### config.mk
export PLATFORM = sky130hd
export DESIGN_NAME = postfix_stack_evaluator_top_flat
export DESIGN_NICKNAME = d
export VERILOG_FILES = /design/src/hw/rtl/pse_pkg.sv /design/src/hw/rtl/pse_if.sv /design/src/hw/rtl/pse_ram.sv /design/src/hw/rtl/pse_front.sv /design/src/hw/rtl/pse_queue.sv /design/src/hw/rtl/pse_muldiv.sv /design/src/hw/rtl/pse_back.sv /design/src/hw/rtl/postfix_stack_evaluator_top.sv /design/src/flat_wrapper.sv
export SDC_FILE = /design/constraint.sdc
export NUM_CORES = 2
export LEC_CHECK = 0
export BUFFER_PORTS_ARGS = -buffer_cell sky130_fd_sc_hd__buf_2
export CAP_MARGIN = 20
export CORE_MARGIN = 3
export CORE_UTILIZATION = 30
export CTS_CLUSTER_DIAMETER = 120
export DETAILED_ROUTE_END_ITERATION = 8
export PLACE_DENSITY = 0.47
export REMOVE_ABC_BUFFERS = 1
export SLEW_MARGIN = 15
export SYNTH_ARGS = -nofsm -noshare
export SYNTH_HDL_FRONTEND = slang
export SYNTH_SLANG_ARGS = --single-unit
### constraint.sdc
create_clock -name clk_i -period 18.05 [get_ports clk_i]
set_input_delay 1.805 -clock clk_i [delete_from_list [all_inputs] [get_ports clk_i]]
set_output_delay 1.805 -clock clk_i [all_outputs]
set_load 0.01 [all_outputs]
### src/hw/rtl/pse_pkg.sv
// package with shared constants, codes and types of the postfix evaluator
`timescale 1ns / 1ps
package pse_pkg;

  // default sizes
  localparam int unsigned StackDepth = 32;
  localparam int unsigned VarCount   = 32;
  localparam int unsigned DataWidth  = 32;

  // widths fixed by the token and result fields
  localparam int unsigned KindW = 2;
  localparam int unsigned OpW   = 5;
  localparam int unsigned LitW  = 32;
  localparam int unsigned VidxW = 5;
  localparam int unsigned ResW  = 32;
  localparam int unsigned StW   = 2;

  // token kinds as they arrive
  typedef enum logic [KindW-1:0] {
    TK_NUMBER   = 2'd0,
    TK_VARIABLE = 2'd1,
    TK_OPERATOR = 2'd2,
    TK_NONE     = 2'd3
  } token_kind_e;

  // classified commands handed to the back part
  typedef enum logic [1:0] {
    CMD_PUSH_LIT = 2'd0,
    CMD_PUSH_REF = 2'd1,
    CMD_OPER     = 2'd2,
    CMD_NOP      = 2'd3
  } cmd_e;

  // operator codes
  typedef enum logic [OpW-1:0] {
    OP_ASSIGN = 5'd0,
    OP_LBRACK = 5'd1,
    OP_RBRACK = 5'd2,
    OP_LOR    = 5'd3,
    OP_LAND   = 5'd4,
    OP_BOR    = 5'd5,
    OP_BXOR   = 5'd6,
    OP_BAND   = 5'd7,
    OP_EQ     = 5'd8,
    OP_NE     = 5'd9,
    OP_LE     = 5'd10,
    OP_LT     = 5'd11,
    OP_GE     = 5'd12,
    OP_GT     = 5'd13,
    OP_SHL    = 5'd14,
    OP_SHR    = 5'd15,
    OP_ADD    = 5'd16,
    OP_SUB    = 5'd17,
    OP_MUL    = 5'd18,
    OP_DIV    = 5'd19,
    OP_MOD    = 5'd20
  } op_e;

  // result status codes
  typedef enum logic [StW-1:0] {
    ST_OK        = 2'd0,
    ST_MALFORMED = 2'd1,
    ST_OVERFLOW  = 2'd2
  } status_e;

  // modes of the iterative multiply / divide unit
  typedef enum logic [1:0] {
    MD_MUL = 2'd0,
    MD_DIV = 2'd1,
    MD_REM = 2'd2
  } md_mode_e;

endpackage

### src/hw/rtl/pse_if.sv
// token and result channel interfaces
`timescale 1ns / 1ps
interface pse_tok_if;
  logic                           valid;
  logic                           ready;
  logic [pse_pkg::KindW-1:0]      token_kind;
  logic [pse_pkg::OpW-1:0]        op;
  logic signed [pse_pkg::LitW-1:0] literal;
  logic [pse_pkg::VidxW-1:0]      var_index;
  logic                           last;

  modport source (output valid, token_kind, op, literal, var_index, last, input ready);
  modport sink   (input valid, token_kind, op, literal, var_index, last, output ready);
endinterface

interface pse_res_if;
  logic                            valid;
  logic                            ready;
  logic signed [pse_pkg::ResW-1:0] result;
  logic [pse_pkg::StW-1:0]         status;
  logic                            div_by_zero;

  modport source (output valid, result, status, div_by_zero, input ready);
  modport sink   (input valid, result, status, div_by_zero, output ready);
endinterface

### src/hw/rtl/pse_ram.sv
// generic single write port ram with registered read
`timescale 1ns / 1ps
module pse_ram #(
  parameter int unsigned WIDTH = 32,
  parameter int unsigned DEPTH = 32,
  localparam int unsigned AW = (DEPTH > 1) ? $clog2(DEPTH) : 1
) (
  input  logic             clk_i,
  input  logic             we_i,
  input  logic [AW-1:0]    waddr_i,
  input  logic [WIDTH-1:0] wdata_i,
  input  logic             re_i,
  input  logic [AW-1:0]    raddr_i,
  output logic [WIDTH-1:0] rdata_o
);

  logic [WIDTH-1:0] mem_q [DEPTH];
  logic [WIDTH-1:0] rdata_q;

  // write port
  always_ff @(posedge clk_i) begin
    if (we_i) begin
      mem_q[waddr_i] <= wdata_i;
    end
  end

  // read port, data held until the next read
  always_ff @(posedge clk_i) begin
    if (re_i) begin
      rdata_q <= mem_q[raddr_i];
    end
  end

  assign rdata_o = rdata_q;

endmodule

### src/hw/rtl/pse_front.sv
// front part: accepts tokens and classifies them into commands
`timescale 1ns / 1ps
module pse_front #(
  parameter int unsigned VAR_COUNT  = pse_pkg::VarCount,
  parameter int unsigned DATA_WIDTH = pse_pkg::DataWidth,
  localparam int unsigned VIW  = (VAR_COUNT > 1) ? $clog2(VAR_COUNT) : 1,
  localparam int unsigned CMDW = 2 + pse_pkg::OpW + DATA_WIDTH + VIW + 1
) (
  pse_tok_if.sink         tok_i,
  output logic            cmd_valid_o,
  input  logic            cmd_ready_i,
  output logic [CMDW-1:0] cmd_data_o
);

  localparam int unsigned NIDX = 2 ** pse_pkg::VidxW;

  logic [VIW-1:0]        idx_tbl [NIDX];
  pse_pkg::cmd_e         kind;
  logic [DATA_WIDTH-1:0] lit_ext;

  // index folding table, worked out at elaboration
  for (genvar g = 0; g < NIDX; g++) begin : g_idx
    assign idx_tbl[g] = VIW'(g % VAR_COUNT);
  end

  // classify the token kind
  always_comb begin
    case (pse_pkg::token_kind_e'(tok_i.token_kind))
      pse_pkg::TK_NUMBER:   kind = pse_pkg::CMD_PUSH_LIT;
      pse_pkg::TK_VARIABLE: kind = pse_pkg::CMD_PUSH_REF;
      pse_pkg::TK_OPERATOR: kind = pse_pkg::CMD_OPER;
      default:              kind = pse_pkg::CMD_NOP;
    endcase
  end

  // literal sign extended or wrapped to the data width
  assign lit_ext = DATA_WIDTH'(tok_i.literal);

  assign cmd_valid_o = tok_i.valid;
  assign tok_i.ready = cmd_ready_i;
  assign cmd_data_o  = {kind, tok_i.op, lit_ext, idx_tbl[tok_i.var_index], tok_i.last};

endmodule

### src/hw/rtl/pse_queue.sv
// two entry command queue between front and back
`timescale 1ns / 1ps
module pse_queue #(
  parameter int unsigned WIDTH = 8
) (
  input  logic             clk_i,
  input  logic             rst_ni,
  input  logic             push_valid_i,
  output logic             push_ready_o,
  input  logic [WIDTH-1:0] push_data_i,
  output logic             pop_valid_o,
  input  logic             pop_ready_i,
  output logic [WIDTH-1:0] pop_data_o
);

  logic [WIDTH-1:0] buf_q [2];
  logic             wr_ptr_q, wr_ptr_d;
  logic             rd_ptr_q, rd_ptr_d;
  logic [1:0]       fill_q, fill_d;
  logic             do_push, do_pop;

  assign push_ready_o = (fill_q != 2'd2);
  assign pop_valid_o  = (fill_q != 2'd0);
  assign pop_data_o   = buf_q[rd_ptr_q];
  assign do_push      = push_valid_i & push_ready_o;
  assign do_pop       = pop_valid_o & pop_ready_i;

  // pointer and fill update
  always_comb begin
    wr_ptr_d = wr_ptr_q ^ do_push;
    rd_ptr_d = rd_ptr_q ^ do_pop;
    fill_d   = fill_q + {1'b0, do_push} - {1'b0, do_pop};
  end

  always_ff @(posedge clk_i or negedge rst_ni) begin
    if (!rst_ni) begin
      wr_ptr_q <= 1'b0;
      rd_ptr_q <= 1'b0;
      fill_q   <= 2'd0;
    end else begin
      wr_ptr_q <= wr_ptr_d;
      rd_ptr_q <= rd_ptr_d;
      fill_q   <= fill_d;
    end
  end

  // storage
  always_ff @(posedge clk_i) begin
    if (do_push) begin
      buf_q[wr_ptr_q] <= push_data_i;
    end
  end

endmodule

### src/hw/rtl/pse_muldiv.sv
// iterative multiply and signed divide / remainder, one bit per cycle
`timescale 1ns / 1ps
module pse_muldiv #(
  parameter int unsigned DATA_WIDTH = pse_pkg::DataWidth
) (
  input  logic                  clk_i,
  input  logic                  rst_ni,
  input  logic                  start_i,
  input  pse_pkg::md_mode_e     mode_i,
  input  logic [DATA_WIDTH-1:0] a_i,
  input  logic [DATA_WIDTH-1:0] b_i,
  output logic                  done_o,
  output logic [DATA_WIDTH-1:0] res_o,
  output logic                  dz_o
);

  localparam int unsigned DW = DATA_WIDTH;
  localparam int unsigned CW = $clog2(DW + 1);

  typedef enum logic [2:0] {
    MS_IDLE = 3'b001,
    MS_RUN  = 3'b010,
    MS_END  = 3'b100
  } md_state_e;

  md_state_e         state_q, state_d;
  pse_pkg::md_mode_e mode_q, mode_d;
  logic              na_q, na_d, nb_q, nb_d, zero_q, zero_d;
  logic [CW-1:0]     cnt_q, cnt_d;
  logic [DW-1:0]     x_q, x_d, y_q, y_d, acc_q, acc_d;
  logic [DW:0]       rem_sh, diff;

  assign rem_sh = {acc_q, x_q[DW-1]};
  assign diff   = rem_sh - {1'b0, y_q};

  // sequencer and datapath step
  always_comb begin
    state_d = state_q;
    mode_d  = mode_q;
    na_d    = na_q;
    nb_d    = nb_q;
    zero_d  = zero_q;
    cnt_d   = cnt_q;
    x_d     = x_q;
    y_d     = y_q;
    acc_d   = acc_q;
    case (state_q)
      MS_IDLE: begin
        if (start_i) begin
          mode_d = mode_i;
          na_d   = a_i[DW-1];
          nb_d   = b_i[DW-1];
          zero_d = (b_i == '0);
          cnt_d  = CW'(DW);
          acc_d  = '0;
          if (mode_i == pse_pkg::MD_MUL) begin
            x_d     = b_i;
            y_d     = a_i;
            state_d = MS_RUN;
          end else begin
            x_d     = a_i[DW-1] ? (DW'(0) - a_i) : a_i;
            y_d     = b_i[DW-1] ? (DW'(0) - b_i) : b_i;
            state_d = (b_i == '0) ? MS_END : MS_RUN;
          end
        end
      end
      MS_RUN: begin
        if (mode_q == pse_pkg::MD_MUL) begin
          // shift and add
          if (x_q[0]) begin
            acc_d = acc_q + y_q;
          end
          x_d = x_q >> 1;
          y_d = y_q << 1;
        end else if (!diff[DW]) begin
          // restoring divide, subtract fits
          acc_d = diff[DW-1:0];
          x_d   = {x_q[DW-2:0], 1'b1};
        end else begin
          acc_d = rem_sh[DW-1:0];
          x_d   = {x_q[DW-2:0], 1'b0};
        end
        cnt_d = cnt_q - CW'(1);
        if (cnt_q == CW'(1)) begin
          state_d = MS_END;
        end
      end
      MS_END: begin
        state_d = MS_IDLE;
      end
      default: begin
        state_d = MS_IDLE;
      end
    endcase
  end

  always_ff @(posedge clk_i or negedge rst_ni) begin
    if (!rst_ni) begin
      state_q <= MS_IDLE;
    end else begin
      state_q <= state_d;
    end
  end

  always_ff @(posedge clk_i) begin
    mode_q <= mode_d;
    na_q   <= na_d;
    nb_q   <= nb_d;
    zero_q <= zero_d;
    cnt_q  <= cnt_d;
    x_q    <= x_d;
    y_q    <= y_d;
    acc_q  <= acc_d;
  end

  // sign fixup of the final value
  always_comb begin
    case (mode_q)
      pse_pkg::MD_MUL: res_o = acc_q;
      pse_pkg::MD_DIV: res_o = zero_q ? '0 : ((na_q != nb_q) ? (DW'(0) - x_q) : x_q);
      pse_pkg::MD_REM: res_o = zero_q ? '0 : (na_q ? (DW'(0) - acc_q) : acc_q);
      default:         res_o = '0;
    endcase
  end

  assign done_o = (state_q == MS_END);
  assign dz_o   = zero_q & (mode_q != pse_pkg::MD_MUL);

  // a run never continues with a spent counter
  assert property (@(posedge clk_i) disable iff (!rst_ni)
    (state_q == MS_RUN) |-> (cnt_q != '0))
    else $error("muldiv running with spent counter");
  // a zero divisor never enters the iterations
  assert property (@(posedge clk_i) disable iff (!rst_ni)
    (state_q == MS_RUN && mode_q != pse_pkg::MD_MUL) |-> !zero_q)
    else $error("divide by zero iterating");
  // done lasts one cycle
  assert property (@(posedge clk_i) disable iff (!rst_ni)
    done_o |=> !done_o)
    else $error("muldiv done held");

endmodule

### src/hw/rtl/pse_back.sv
// back part: operand stack, variable file and operator execution
`timescale 1ns / 1ps
module pse_back #(
  parameter int unsigned STACK_DEPTH = pse_pkg::StackDepth,
  parameter int unsigned VAR_COUNT   = pse_pkg::VarCount,
  parameter int unsigned DATA_WIDTH  = pse_pkg::DataWidth,
  localparam int unsigned VIW  = (VAR_COUNT > 1) ? $clog2(VAR_COUNT) : 1,
  localparam int unsigned CMDW = 2 + pse_pkg::OpW + DATA_WIDTH + VIW + 1
) (
  input  logic            clk_i,
  input  logic            rst_ni,
  input  logic            cmd_valid_i,
  output logic            cmd_ready_o,
  input  logic [CMDW-1:0] cmd_data_i,
  pse_res_if.source       res_o
);

  localparam int unsigned DW   = DATA_WIDTH;
  localparam int unsigned AW   = $clog2(STACK_DEPTH);
  localparam int unsigned CNTW = $clog2(STACK_DEPTH + 1);
  localparam int unsigned SW   = 1 + VIW + DW;

  typedef enum logic [5:0] {
    S_IDLE   = 6'b000001,
    S_LOAD   = 6'b000010,
    S_EXEC   = 6'b000100,
    S_MD     = 6'b001000,
    S_FIN_RD = 6'b010000,
    S_FIN    = 6'b100000
  } back_state_e;

  // command fields
  logic [1:0]              c_kind_raw;
  pse_pkg::cmd_e           c_kind;
  logic [pse_pkg::OpW-1:0] c_op;
  logic [DW-1:0]           c_lit;
  logic [VIW-1:0]          c_vidx;
  logic                    c_last;

  assign {c_kind_raw, c_op, c_lit, c_vidx, c_last} = cmd_data_i;
  assign c_kind = pse_pkg::cmd_e'(c_kind_raw);

  back_state_e             state_q, state_d;
  logic [CNTW-1:0]         count_q, count_d;
  logic                    abort_q, abort_d, ovf_q, ovf_d, dz_q, dz_d;
  logic [DW-1:0]           top_val_q, top_val_d;
  logic                    top_ref_q, top_ref_d;
  logic [VIW-1:0]          top_idx_q, top_idx_d;
  logic [pse_pkg::OpW-1:0] op_q, op_d;
  logic                    last_q, last_d;
  logic [DW-1:0]           left_val_q, left_val_d, b_q, b_d;
  logic                    left_ref_q, left_ref_d;
  logic [VIW-1:0]          left_idx_q, left_idx_d;
  logic                    out_vld_q, out_vld_d;
  logic [pse_pkg::ResW-1:0] out_res_q, out_res_d;
  pse_pkg::status_e        out_st_q, out_st_d;
  logic                    out_dz_q, out_dz_d;

  // memories
  logic           st_we, st_re;
  logic [AW-1:0]  st_waddr, st_raddr;
  logic [SW-1:0]  st_wdata, st_rdata;
  logic           v_we, v_re;
  logic [VIW-1:0] v_waddr, v_raddr;
  logic [DW-1:0]  v_wdata, v_rdata;
  logic           vld_q [VAR_COUNT];
  logic           vrd_vld_q;

  // muldiv unit
  logic              md_start, md_done, md_dz;
  pse_pkg::md_mode_e md_mode;
  logic [DW-1:0]     md_res;

  // operand values
  logic [DW-1:0] var_val, a_val, top_value, alu_res;
  logic [4:0]    sh;
  logic          lt_ab, lt_ba;
  logic          st_rd_ref;
  logic [VIW-1:0] st_rd_idx;
  logic [DW-1:0]  st_rd_val;

  assign var_val   = vrd_vld_q ? v_rdata : '0;
  assign a_val     = left_ref_q ? var_val : left_val_q;
  assign top_value = top_ref_q ? var_val : top_val_q;
  assign {st_rd_ref, st_rd_idx, st_rd_val} = st_rdata;
  assign sh    = b_q[4:0];
  assign lt_ab = ($signed(a_val) < $signed(b_q));
  assign lt_ba = ($signed(b_q) < $signed(a_val));

  // combinational operators
  always_comb begin
    case (pse_pkg::op_e'(op_q))
      pse_pkg::OP_ASSIGN: alu_res = left_ref_q ? b_q : left_val_q;
      pse_pkg::OP_LOR:    alu_res = DW'((a_val != '0) || (b_q != '0));
      pse_pkg::OP_LAND:   alu_res = DW'((a_val != '0) && (b_q != '0));
      pse_pkg::OP_BOR:    alu_res = a_val | b_q;
      pse_pkg::OP_BXOR:   alu_res = a_val ^ b_q;
      pse_pkg::OP_BAND:   alu_res = a_val & b_q;
      pse_pkg::OP_EQ:     alu_res = DW'(a_val == b_q);
      pse_pkg::OP_NE:     alu_res = DW'(a_val != b_q);
      pse_pkg::OP_LE:     alu_res = DW'(!lt_ba);
      pse_pkg::OP_LT:     alu_res = DW'(lt_ab);
      pse_pkg::OP_GE:     alu_res = DW'(!lt_ab);
      pse_pkg::OP_GT:     alu_res = DW'(lt_ba);
      pse_pkg::OP_SHL:    alu_res = a_val << sh;
      pse_pkg::OP_SHR:    alu_res = DW'($signed(a_val) >>> sh);
      pse_pkg::OP_ADD:    alu_res = a_val + b_q;
      pse_pkg::OP_SUB:    alu_res = a_val - b_q;
      default:            alu_res = '0;
    endcase
  end

  // muldiv mode from the operator
  always_comb begin
    case (pse_pkg::op_e'(op_q))
      pse_pkg::OP_DIV: md_mode = pse_pkg::MD_DIV;
      pse_pkg::OP_MOD: md_mode = pse_pkg::MD_REM;
      default:         md_mode = pse_pkg::MD_MUL;
    endcase
  end

  assign cmd_ready_o = (state_q == S_IDLE);

  // sequencer
  always_comb begin
    state_d    = state_q;
    count_d    = count_q;
    abort_d    = abort_q;
    ovf_d      = ovf_q;
    dz_d       = dz_q;
    top_val_d  = top_val_q;
    top_ref_d  = top_ref_q;
    top_idx_d  = top_idx_q;
    op_d       = op_q;
    last_d     = last_q;
    left_val_d = left_val_q;
    left_ref_d = left_ref_q;
    left_idx_d = left_idx_q;
    b_d        = b_q;
    out_vld_d  = out_vld_q & ~res_o.ready;
    out_res_d  = out_res_q;
    out_st_d   = out_st_q;
    out_dz_d   = out_dz_q;
    st_we      = 1'b0;
    st_waddr   = count_q[AW-1:0];
    st_wdata   = '0;
    st_re      = 1'b0;
    st_raddr   = AW'(count_q - CNTW'(2));
    v_we       = 1'b0;
    v_waddr    = left_idx_q;
    v_wdata    = b_q;
    v_re       = 1'b0;
    v_raddr    = top_idx_q;
    md_start   = 1'b0;
    case (state_q)
      S_IDLE: begin
        if (cmd_valid_i) begin
          op_d   = c_op;
          last_d = c_last;
          if (c_last) begin
            state_d = S_FIN_RD;
          end
          if (!abort_q) begin
            case (c_kind)
              pse_pkg::CMD_PUSH_LIT, pse_pkg::CMD_PUSH_REF: begin
                if (count_q == CNTW'(STACK_DEPTH)) begin
                  ovf_d = 1'b1;
                end else begin
                  st_we     = 1'b1;
                  top_ref_d = (c_kind == pse_pkg::CMD_PUSH_REF);
                  top_idx_d = c_vidx;
                  top_val_d = top_ref_d ? '0 : c_lit;
                  st_wdata  = {top_ref_d, c_vidx, top_val_d};
                  count_d   = count_q + CNTW'(1);
                end
              end
              pse_pkg::CMD_OPER: begin
                if (count_q < CNTW'(2)) begin
                  abort_d = 1'b1;
                end else begin
                  // fetch the left entry and the right variable
                  st_re   = 1'b1;
                  v_re    = 1'b1;
                  state_d = S_LOAD;
                end
              end
              default: begin
              end
            endcase
          end
        end
      end
      S_LOAD: begin
        b_d        = top_value;
        left_ref_d = st_rd_ref;
        left_idx_d = st_rd_idx;
        left_val_d = st_rd_val;
        v_re       = 1'b1;
        v_raddr    = st_rd_idx;
        state_d    = S_EXEC;
      end
      S_EXEC: begin
        if (pse_pkg::op_e'(op_q) == pse_pkg::OP_MUL ||
            pse_pkg::op_e'(op_q) == pse_pkg::OP_DIV ||
            pse_pkg::op_e'(op_q) == pse_pkg::OP_MOD) begin
          md_start = 1'b1;
          state_d  = S_MD;
        end else begin
          if (pse_pkg::op_e'(op_q) == pse_pkg::OP_ASSIGN && left_ref_q) begin
            v_we = 1'b1;
          end
          st_we     = 1'b1;
          st_waddr  = AW'(count_q - CNTW'(2));
          st_wdata  = {1'b0, VIW'(0), alu_res};
          top_val_d = alu_res;
          top_ref_d = 1'b0;
          count_d   = count_q - CNTW'(1);
          state_d   = last_q ? S_FIN_RD : S_IDLE;
        end
      end
      S_MD: begin
        if (md_done) begin
          dz_d      = dz_q | md_dz;
          st_we     = 1'b1;
          st_waddr  = AW'(count_q - CNTW'(2));
          st_wdata  = {1'b0, VIW'(0), md_res};
          top_val_d = md_res;
          top_ref_d = 1'b0;
          count_d   = count_q - CNTW'(1);
          state_d   = last_q ? S_FIN_RD : S_IDLE;
        end
      end
      S_FIN_RD: begin
        v_re    = 1'b1;
        state_d = S_FIN;
      end
      S_FIN: begin
        if (!out_vld_q || res_o.ready) begin
          out_vld_d = 1'b1;
          out_dz_d  = dz_q;
          if (ovf_q) begin
            out_st_d  = pse_pkg::ST_OVERFLOW;
            out_res_d = '0;
          end else if (count_q == CNTW'(1)) begin
            out_st_d  = pse_pkg::ST_OK;
            out_res_d = pse_pkg::ResW'(top_value);
          end else begin
            out_st_d  = pse_pkg::ST_MALFORMED;
            out_res_d = '0;
          end
          count_d = '0;
          abort_d = 1'b0;
          ovf_d   = 1'b0;
          dz_d    = 1'b0;
          state_d = S_IDLE;
        end
      end
      default: begin
        state_d = S_IDLE;
      end
    endcase
  end

  // control registers
  always_ff @(posedge clk_i or negedge rst_ni) begin
    if (!rst_ni) begin
      state_q   <= S_IDLE;
      count_q   <= '0;
      abort_q   <= 1'b0;
      ovf_q     <= 1'b0;
      dz_q      <= 1'b0;
      out_vld_q <= 1'b0;
    end else begin
      state_q   <= state_d;
      count_q   <= count_d;
      abort_q   <= abort_d;
      ovf_q     <= ovf_d;
      dz_q      <= dz_d;
      out_vld_q <= out_vld_d;
    end
  end

  // payload registers
  always_ff @(posedge clk_i) begin
    top_val_q  <= top_val_d;
    top_ref_q  <= top_ref_d;
    top_idx_q  <= top_idx_d;
    op_q       <= op_d;
    last_q     <= last_d;
    left_val_q <= left_val_d;
    left_ref_q <= left_ref_d;
    left_idx_q <= left_idx_d;
    b_q        <= b_d;
    out_res_q  <= out_res_d;
    out_st_q   <= out_st_d;
    out_dz_q   <= out_dz_d;
  end

  // variable valid bits, an unwritten variable reads as zero
  always_ff @(posedge clk_i or negedge rst_ni) begin
    if (!rst_ni) begin
      for (int i = 0; i < VAR_COUNT; i++) begin
        vld_q[i] <= 1'b0;
      end
      vrd_vld_q <= 1'b0;
    end else begin
      if (v_we) begin
        vld_q[v_waddr] <= 1'b1;
      end
      if (v_re) begin
        vrd_vld_q <= vld_q[v_raddr];
      end
    end
  end

  pse_ram #(.WIDTH(SW), .DEPTH(STACK_DEPTH)) u_stack_ram (
    .clk_i   (clk_i),
    .we_i    (st_we),
    .waddr_i (st_waddr),
    .wdata_i (st_wdata),
    .re_i    (st_re),
    .raddr_i (st_raddr),
    .rdata_o (st_rdata)
  );

  pse_ram #(.WIDTH(DW), .DEPTH(VAR_COUNT)) u_var_ram (
    .clk_i   (clk_i),
    .we_i    (v_we),
    .waddr_i (v_waddr),
    .wdata_i (v_wdata),
    .re_i    (v_re),
    .raddr_i (v_raddr),
    .rdata_o (v_rdata)
  );

  pse_muldiv #(.DATA_WIDTH(DW)) u_muldiv (
    .clk_i   (clk_i),
    .rst_ni  (rst_ni),
    .start_i (md_start),
    .mode_i  (md_mode),
    .a_i     (a_val),
    .b_i     (b_q),
    .done_o  (md_done),
    .res_o   (md_res),
    .dz_o    (md_dz)
  );

  assign res_o.valid       = out_vld_q;
  assign res_o.result      = out_res_q;
  assign res_o.status      = out_st_q;
  assign res_o.div_by_zero = out_dz_q;

  // stack never holds more than its depth
  assert property (@(posedge clk_i) disable iff (!rst_ni)
    count_q <= CNTW'(STACK_DEPTH))
    else $error("stack count beyond depth");
  // an operator only executes with two operands present
  assert property (@(posedge clk_i) disable iff (!rst_ni)
    (state_q == S_EXEC || state_q == S_MD) |-> (count_q >= CNTW'(2)))
    else $error("operator without two operands");
  // finishing an expression clears the stack and flags
  assert property (@(posedge clk_i) disable iff (!rst_ni)
    (state_q == S_FIN && (!out_vld_q || res_o.ready))
      |=> (count_q == '0 && !abort_q && !ovf_q && !dz_q && out_vld_q))
    else $error("expression end did not clear state");

endmodule

### src/hw/rtl/postfix_stack_evaluator_top.sv
// top level of the postfix stack expression evaluator
//
// tokens arrive on tok_i (valid/ready); a request is taken when both are
// high. number and variable tokens push, operator tokens pop two entries
// and push one. the token flagged last yields one request on res_o with
// the value, a status and the divide-by-zero flag.
// a two entry queue sits between token classification and execution, so
// tokens keep flowing while the evaluator works, until the queue is full.
// a push is taken in the idle state; an operator loads, then executes;
// multiply, divide and modulo also wait for the one-bit-per-cycle unit.
// the last token passes a final read state before the result register.
// a finished result waits in its output register while res_o is stalled;
// execution continues until the next last token finds it still occupied.
// reset clears the stack, flags, queue and the variable valid bits, so all
// variables read as zero; the variable file persists across expressions.
// no clearing pass is needed after reset.
`timescale 1ns / 1ps
module postfix_stack_evaluator_top #(
  parameter int unsigned STACK_DEPTH = pse_pkg::StackDepth,
  parameter int unsigned VAR_COUNT   = pse_pkg::VarCount,
  parameter int unsigned DATA_WIDTH  = pse_pkg::DataWidth
) (
  input  logic       clk_i,
  input  logic       rst_ni,
  pse_tok_if.sink    tok_i,
  pse_res_if.source  res_o
);

  localparam int unsigned VIW  = (VAR_COUNT > 1) ? $clog2(VAR_COUNT) : 1;
  localparam int unsigned CMDW = 2 + pse_pkg::OpW + DATA_WIDTH + VIW + 1;

  logic            f_valid, f_ready, b_valid, b_ready;
  logic [CMDW-1:0] f_data, b_data;

  pse_front #(.VAR_COUNT(VAR_COUNT), .DATA_WIDTH(DATA_WIDTH)) u_front (
    .tok_i       (tok_i),
    .cmd_valid_o (f_valid),
    .cmd_ready_i (f_ready),
    .cmd_data_o  (f_data)
  );

  pse_queue #(.WIDTH(CMDW)) u_queue (
    .clk_i        (clk_i),
    .rst_ni       (rst_ni),
    .push_valid_i (f_valid),
    .push_ready_o (f_ready),
    .push_data_i  (f_data),
    .pop_valid_o  (b_valid),
    .pop_ready_i  (b_ready),
    .pop_data_o   (b_data)
  );

  pse_back #(
    .STACK_DEPTH (STACK_DEPTH),
    .VAR_COUNT   (VAR_COUNT),
    .DATA_WIDTH  (DATA_WIDTH)
  ) u_back (
    .clk_i       (clk_i),
    .rst_ni      (rst_ni),
    .cmd_valid_i (b_valid),
    .cmd_ready_o (b_ready),
    .cmd_data_i  (b_data),
    .res_o       (res_o)
  );

endmodule
### src/flat_wrapper.sv
// flat-port wrapper written by rule: the top's interface ports become plain ports
module postfix_stack_evaluator_top_flat 
#(
  parameter int unsigned STACK_DEPTH = pse_pkg::StackDepth,
  parameter int unsigned VAR_COUNT   = pse_pkg::VarCount,
  parameter int unsigned DATA_WIDTH  = pse_pkg::DataWidth
)
  (clk_i, rst_ni, tok_i_valid, tok_i_token_kind, tok_i_op, tok_i_literal, tok_i_var_index, tok_i_last, tok_i_ready, res_o_valid, res_o_result, res_o_status, res_o_div_by_zero, res_o_ready);
  pse_tok_if tok_i_i ();
  pse_res_if res_o_i ();
  input  logic clk_i;
  input  logic rst_ni;
  input wire logic [$bits(tok_i_i.valid)-1:0] tok_i_valid;
  input wire logic [$bits(tok_i_i.token_kind)-1:0] tok_i_token_kind;
  input wire logic [$bits(tok_i_i.op)-1:0] tok_i_op;
  input wire logic [$bits(tok_i_i.literal)-1:0] tok_i_literal;
  input wire logic [$bits(tok_i_i.var_index)-1:0] tok_i_var_index;
  input wire logic [$bits(tok_i_i.last)-1:0] tok_i_last;
  output wire logic [$bits(tok_i_i.ready)-1:0] tok_i_ready;
  output wire logic [$bits(res_o_i.valid)-1:0] res_o_valid;
  output wire logic [$bits(res_o_i.result)-1:0] res_o_result;
  output wire logic [$bits(res_o_i.status)-1:0] res_o_status;
  output wire logic [$bits(res_o_i.div_by_zero)-1:0] res_o_div_by_zero;
  input wire logic [$bits(res_o_i.ready)-1:0] res_o_ready;
  assign tok_i_i.valid = tok_i_valid;
  assign tok_i_i.token_kind = tok_i_token_kind;
  assign tok_i_i.op = tok_i_op;
  assign tok_i_i.literal = tok_i_literal;
  assign tok_i_i.var_index = tok_i_var_index;
  assign tok_i_i.last = tok_i_last;
  assign tok_i_ready = tok_i_i.ready;
  assign res_o_valid = res_o_i.valid;
  assign res_o_result = res_o_i.result;
  assign res_o_status = res_o_i.status;
  assign res_o_div_by_zero = res_o_i.div_by_zero;
  assign res_o_i.ready = res_o_ready;
  postfix_stack_evaluator_top #(.STACK_DEPTH(STACK_DEPTH), .VAR_COUNT(VAR_COUNT), .DATA_WIDTH(DATA_WIDTH)) u_core (.clk_i(clk_i), .rst_ni(rst_ni), .tok_i(tok_i_i), .res_o(res_o_i));
endmodule
After elaboration in Yosys (flattened, before gate mapping)
Memories as Yosys holds them, arrays and structs flattened. A register that Yosys moved wholly into a read port is not among the register bits.
Index checks and enable logic that the tools add are counted.

word-level totals
  register bits = 312
  RAM bits = 2330
  ROM bits = 160
  input bits = 49
  output and inout port bits = 37
  logic and storage cells = 328
  memories = 4

cells by class
  add/subtract/negate cells = 14
  $lt $le $gt $ge = 7
  eq/ne operators = 52
  shift-type cells = 2
  muxes and demuxes = 126
  bitwise operators = 18
  reductions and logical operators = 42

memory list
  memory                           depth  width  rd ports  clocked after Yosys merged registers in  write ports  RTL line         text
  u_core.u_back.u_stack_ram.mem_q  32     38     1         1                                        1            pse_ram.sv:17    logic [WIDTH-1:0] mem_q [DEPTH];
  u_core.u_back.u_var_ram.mem_q    32     32     1         1                                        1            pse_ram.sv:17
  (no name shown)                  32     5      1         0                                        0            pse_front.sv:41  assign cmd_data_o = {kind, tok_i.op, lit_ext, idx_tbl[tok_i.var_index], tok_i.last};
  u_core.u_queue.buf_q             2      45     1         0                                        1            pse_queue.sv:16  logic [WIDTH-1:0] buf_q [2];

operators with widths
  cell                   count
  $mux 32                29
  $pmux 32 s16           1
  $pmux 32 s2            3
  $pmux 32 s3            2
  $mux 38                4
  $sub 1x32->32 const A  4
  $pmux 38 s3            1
  $mux 6                 15
  $add 32x32->32         2
  $lt 32x32->1           2
  $or 32x32->32          2
  $reduce_bool 32->1     2
  $mux 1                 45
  $eq 5x4->1 const B     8
  $pmux 6 s6             1
  $mux 5                 7
  $sub 33x32->33         1
  $and 32x32->32         1
  $eq 32x32->1           1
  $logic_not 32->1       1
  $ne 32x32->1           1
  $shl 32x5->32          1
  $sshr 32x5->32         1
  $sub 32x32->32         1
  58 further kinds       125

Logic depth before layout (Yosys ltp)
An unclocked memory read counts as a cell.

  depth after elaboration = 9
  depth in mapped cells = 19
  gate-level depth less buffers = 16

Modules after synthesis
Synthesis repeated with hierarchy kept, for this count alone.

unflattened totals
  cell total of the unflattened synthesis = 9133
  area, all modules = 125517.9 µm²

by module, submodules not included
  module                               instances  cells an instance  area an instance (µm²)  sequential area each (µm²)
  pse_ram (u_core.u_back.u_stack_ram)  1          2675               48541.6                 37656.1
  pse_ram (u_core.u_back.u_var_ram)    1          2260               40812.9                 31710.4
  pse_back                             1          2429               19874.1                 5701.7
  pse_muldiv                           1          1559               12453.2                 3289.4
  pse_queue                            1          163                3490.8                  2802.7
  pse_front                            1          47                 345.3                   0.0

Worst setup path before layout
OpenSTA, ideal clock, no wires.

  path type = register to register
  start = register u_core.u_back.b_q[2]
  end = memory u_core.u_back.u_stack_ram.mem_q[0][31] in the netlist's numbering, data pin
  library setup time = 454 ps
  arrival time = 5695 ps
  required time = 17596 ps
  path slack = 11901 ps
  cell stages (with the launch flop) = 19
  buffers on the path = 5
  period minus slack after synthesis = 6149 ps
  path through = edfxtp_1 > clkbuf_1 > inv_1 > buf_1 > clkbuf_1 > clkbuf_1 > ha_1 > clkbuf_1 > nand2b_1 > o311a_1 > o21a_1 > a22o_1 > maj3_2 > a311o_1 > a31oi_4 > o22a_1 > mux2i_1 > a211oi_1 > o21ai_0

on the way
  cells in the longest elaborated chain, start to end = 4
  elaborated cells between the ends (all ways) = 7
  those cells by class = 2 x add/sub; 2 x shift; 3 x mux

ends and longest elaborated chain
  item                                    RTL line         text
  from (decl)                             pse_back.sv:51   logic [DW-1:0] left_val_q, left_val_d, b_q, b_d;
  from (signal assigned)                  pse_back.sv:293  b_q <= b_d;
  $sub 32x32->32 (tied with other cells)  pse_back.sv:108  pse_pkg::OP_SUB: alu_res = a_val - b_q;
  $pmux 32 s16 (*)                        pse_back.sv:92   case (pse_pkg::op_e'(op_q))
  $mux 32 (*)                             pse_back.sv:203  if (pse_pkg::op_e'(op_q) == pse_pkg::OP_MUL ||
  $pmux 38 s3 (*)                         pse_back.sv:155  case (state_q)
  via u_core.u_back.st_wdata[31]          pse_back.sv:62   logic [SW-1:0] st_wdata, st_rdata;
  to (decl)                               pse_ram.sv:17

The timed path passes the listed nets; every way through them passes the cells marked *.

Worst setup path after layout
  start = register u_core.u_back.left_ref_q
  end = memory u_core.u_back.u_stack_ram.mem_q[5][28] in the netlist's numbering, data pin

on the way
  cells in the longest elaborated chain, start to end = 5
  elaborated cells between the ends (all ways) = 12
  those cells by class = 2 x add/sub; 2 x shift; 5 x mux; 3 x bitwise

ends and longest elaborated chain
  item                                    RTL line         text
  from (decl)                             pse_back.sv:52   logic left_ref_q, left_ref_d;
  from (signal assigned)                  pse_back.sv:291  left_ref_q <= left_ref_d;
  $mux 32                                 pse_back.sv:83   assign a_val = left_ref_q ? var_val : left_val_q;
  $sub 32x32->32 (tied with other cells)  pse_back.sv:108
  $pmux 32 s16 (*)                        pse_back.sv:92
  $mux 32 (*)                             pse_back.sv:203
  $pmux 38 s3 (*)                         pse_back.sv:155
  via u_core.u_back.st_wdata[28]          pse_back.sv:62

Marks and branches as above.

==> summary.txt <==
========================================================================================================
Worst-case reg-to-reg path depth                                                                      16
Hold buffer count at CTS                                                                               0
Number of register bits inferred by synthesis                                                       2712
Power density over cell area                                                                 131 nW/um^2
Net count reported at finish                                                                        8189
Total number of clock tree sinks                                                                    2712
Worst Setup Path Type                                                                            reg2reg
Final min period                                                                                 7.14 ns
Worst-path cell chain                                                                       buf_4, buf_4, nor2b_1, a21o_1, ha_1, a21oi_1, a31oi_1, o31ai_1, maj3_1, maj3_1, a21boi_2, o31ai_2, a211oi_1, a2111oi_0, a221o_1, nand2_1
Post-CTS clock slew at the launch and capture registers of the worst setup and hold paths        0.07 ns
Pre-CTS setup slack                                                                             11.07 ns
Proportion of synthesized chip area in sequential cells                                            0.666
Pin count of the biggest net entering global routing                                                 128
Std-Cell Rows                                                                                        233
Critical Path Max Stage Delay                                                                    0.85 ns
GRT Util Overall                                                                                   0.213
Primary FF master, synth                                                                        edfxtp_1
Via count                                                                                          74600
Setup tns final                                                                                     0 ns
Total gr overflow                                                                                      0
Input/output buffers                                                                                  85
Remaining design rule violation count                                                                  0
Die area                                                                                     414000 um^2
Hold violation count in the final report                                                               0
Vias in the first global route                                                                     74800
Count of buffers added by post-CTS timing repair for setup                                             0
Floorplan die height                                                                              644 um
Leakage power figure                                                                             45.1 nW
Average routed wire per standard cell                                                            33.2 um
Result of the run                                                                           finished clean
Required time worst endpoint                                                                    18.44 ns
Yosys warning count                                                                                    0
HPWL reported at the end of detailed placement                                                 290000 um
Share of async-settable or async-resettable flops after synthesis                                 0.0206
Placed Cells                                                                                       13100
Period utilisation layout                                                                          0.395
Cells after Synth                                                                                   7777
Maximum net fanout on the critical path                                                               62
End of the worst hold path                                                                  u_core.u_back.left_val_q[14]
Slew at the pin closest to its max-slew limit                                                    1.27 ns
TritonRoute pass-1 iters                                                                               5
Startpoint class of the critical path                                                          flip-flop
Highest achievable clock rate                                                                    140 MHz
TritonCTS buffer count                                                                               305
Count of filler cells inserted in the layout                                                       38500
Crit end category                                                                              flip-flop
Vias per inst                                                                                       5.48
Unrepaired setup endpoints after global routing                                                       no
Worst slew slack as a fraction of its limit                                                        0.147
Number of different library cells in the post-synthesis netlist                                      101
Startpoint of the worst register-to-register path                                           u_core.u_back.left_ref_q
Depth of the CTS H-tree                                                                                5
Cell with the largest stage delay on the worst path                                             edfxtp_1
Core area                                                                                    404000 um^2
Hold Path Cell Cnt                                                                                     0
Total detailed-routing wirelength                                                              452000 um
FF-to-FF End                                                                                u_core.u_back.u_stack_ram.mem_q[5][28]
Maximum clock path buffer count                                                                        4
Skew-Pair Late Insertion Delay                                                                   0.92 ns
Worst setup slack for register-to-register paths                                                10.91 ns
Area grow syn2layout                                                                               14.7%
Clock root cell                                                                                clkbuf_16
Cell Area, Synth                                                                             122000 um^2
# IOs                                                                                                 86
Count of endpoints failing setup in the final report                                                   0
Wire length of the first global-routing pass                                                   622000 um
Worst VDD drop                                                                                  0.122 mV
Floorplan die width                                                                               644 um
Pins over their slew limit                                                                             0
Fraction of layout cells with a size suffix above 1                                                0.212
Number of DRC violations after detailed-routing iteration 0                                         8060
PnR worst setup slack                                                                           10.91 ns
Start point of the worst min-delay path                                                     u_core.u_back.u_stack_ram.rdata_o[14]
TritonCTS clock tree                                                                                done
Number of synthesized flops with an enable pin                                                      2656
Core Util, Final                                                                                   0.346
Synthesized area per cell                                                                      15.7 um^2
Number of nets with antenna violations after detailed routing                                          0
Non-filler instance count after layout                                                             13600
Type of the worst min-delay path                                                                 reg2reg
WP data arrival                                                                                  7.53 ns
Antenna violations before repair                                                                      46
Max-cap violations                                                                                     0
PostCTS Resize Cnt                                                                                     0
Effective utilization at floorplan                                                                 0.302
Final GP Congestion                                                                                0.977
Clock skew after layout                                                                        0.0609 ns
========================================================================================================
-- per-stage QoR --
step                hold WS (ns)  power (mW)  cell area (um^2)
global route               0.429        19.0            140000
detailed placement         0.406        12.5            130000
finish                     0.409        18.3            140000
floorplan                  0.400        11.6            120000
global placement           0.407        12.5            130000
CTS                        0.408        18.5            140000
-- flip-flops by register name, summed over array words and instances (netlist names), 38 cells and up --
register,flops
u_core.u_back.u_stack_ram.mem_q,1216
u_core.u_back.u_var_ram.mem_q,1024
u_core.u_queue.buf_q,90
u_core.u_back.u_stack_ram.rdata_o,38
-- how the worst max path moves through the flow --
stage	endpoint	from	cells past startpoint	slack, ns
after global placement	u_core.u_back.u_stack_ram.mem_q[28][28]	u_core.u_back.left_ref_q	16	11.27
after detailed placement	u_core.u_back.u_stack_ram.mem_q[30][28]	u_core.u_back.left_ref_q	16	11.07
after CTS	u_core.u_back.u_stack_ram.mem_q[10][28]	u_core.u_back.left_ref_q	16	11.01
after floorplan	u_core.u_back.vrd_vld_q	u_core.u_back.state_q[0]	8	-9.16
final	u_core.u_back.u_stack_ram.mem_q[5][28]	u_core.u_back.left_ref_q	16	10.91
after global routing	u_core.u_back.u_stack_ram.mem_q[9][28]	u_core.u_back.left_ref_q	16	10.59
-- cells in the mapped netlist, types with 66 or more instances --
cell type  count  share of area
a211oi_1     101         0.0062
a21oi_1      299          0.012
a31oi_1       95         0.0049
buf_1         81         0.0025
clkbuf_1     348          0.011
edfxtp_1    2656           0.65
ha_1         168          0.017
inv_1        173         0.0053
mux2_2        66         0.0061
mux2i_1       71         0.0058
mux4_2       687           0.13
nand2_1      684          0.021
nand3_1      286          0.012
nor2_1       404          0.012
nor2b_1       87         0.0045
nor3_1        88         0.0036
o21ai_0      347          0.014
xnor2_1      152          0.011
-- critical path, delay by kind of cell (launching register included) --
family / cells / cell delay (ns)
DFF: 1 / 0.85
buffers and inverters: 2 / 1.00
and+or+nand+nor: 2 / 0.75
adders and majority gates: 3 / 1.59
AOI/OAI and AO/OA: 9 / 2.38
-- cell families after synthesis --
family                     share of synthesized area
AOI/OAI and AO/OA                             0.0713
and+or+nand+nor                               0.0688
DFF                                            0.666
muxes                                          0.139
adders and majority gates                     0.0200
buffers and inverters                         0.0213
xor gates and xnor gates                      0.0143
-- cell type report --
| cell class | instances | area, um^2 | area share |
|---|---|---|---|
| Antenna cell | 7 | 17.5 | 0.000125 |
| Clock buffer | 397 | 8220 | 0.0588 |
| Clock inverter | 142 | 1210 | 0.00866 |
| Inverter | 181 | 682 | 0.00488 |
| Multi-Input combinational cell | 4400 | 39000 | 0.279 |
| Sequential cell | 2712 | 81200 | 0.581 |
| Tap cell | 5405 | 6760 | 0.0484 |
| Timing Repair Buffer | 368 | 2700 | 0.0193 |
-- layer usage --
metal	wire, um	vias up	GRT usage
li1	-	31300	-
met1	192000	40000	0.287
met2	215000	2666	0.349
met3	25100	649	0.0291
met4	19300	4	0.0792
met5	22	-	0
-- cells in the final DEF, fill, tap and decap left out, types with 51 or more instances in the layout --
cell type     n
nor2_4       66
buf_2        84
xnor2_1     150
buf_4       270
a21oi_1     297
nand3_1     286
inv_1       171
nor2_1      335
nor3_1       82
mux2i_1      66
or2_2        51
edfxtp_1   2656
o21ai_0     339
ha_1        165
clkbuf_1     77
mux2_2       66
a31oi_1      94
mux4_2      687
clkbuf_16   313
nand2_1     681
a211oi_1    101
clkinv_1     70
o211ai_1     58
a21o_1       56
nor2b_1      86
-- power breakdown --
part / leakage, nW / total (mW) / switching, mW / internal [mW]
combinational: 15.6 / 4.82 / 2.97 / 1.84
sequential: 24.9 / 7.51 / 0.200 / 7.31
clock: 4.59 / 5.96 / 2.53 / 3.43
No activity file was read; power rests on OpenSTA's default activity.
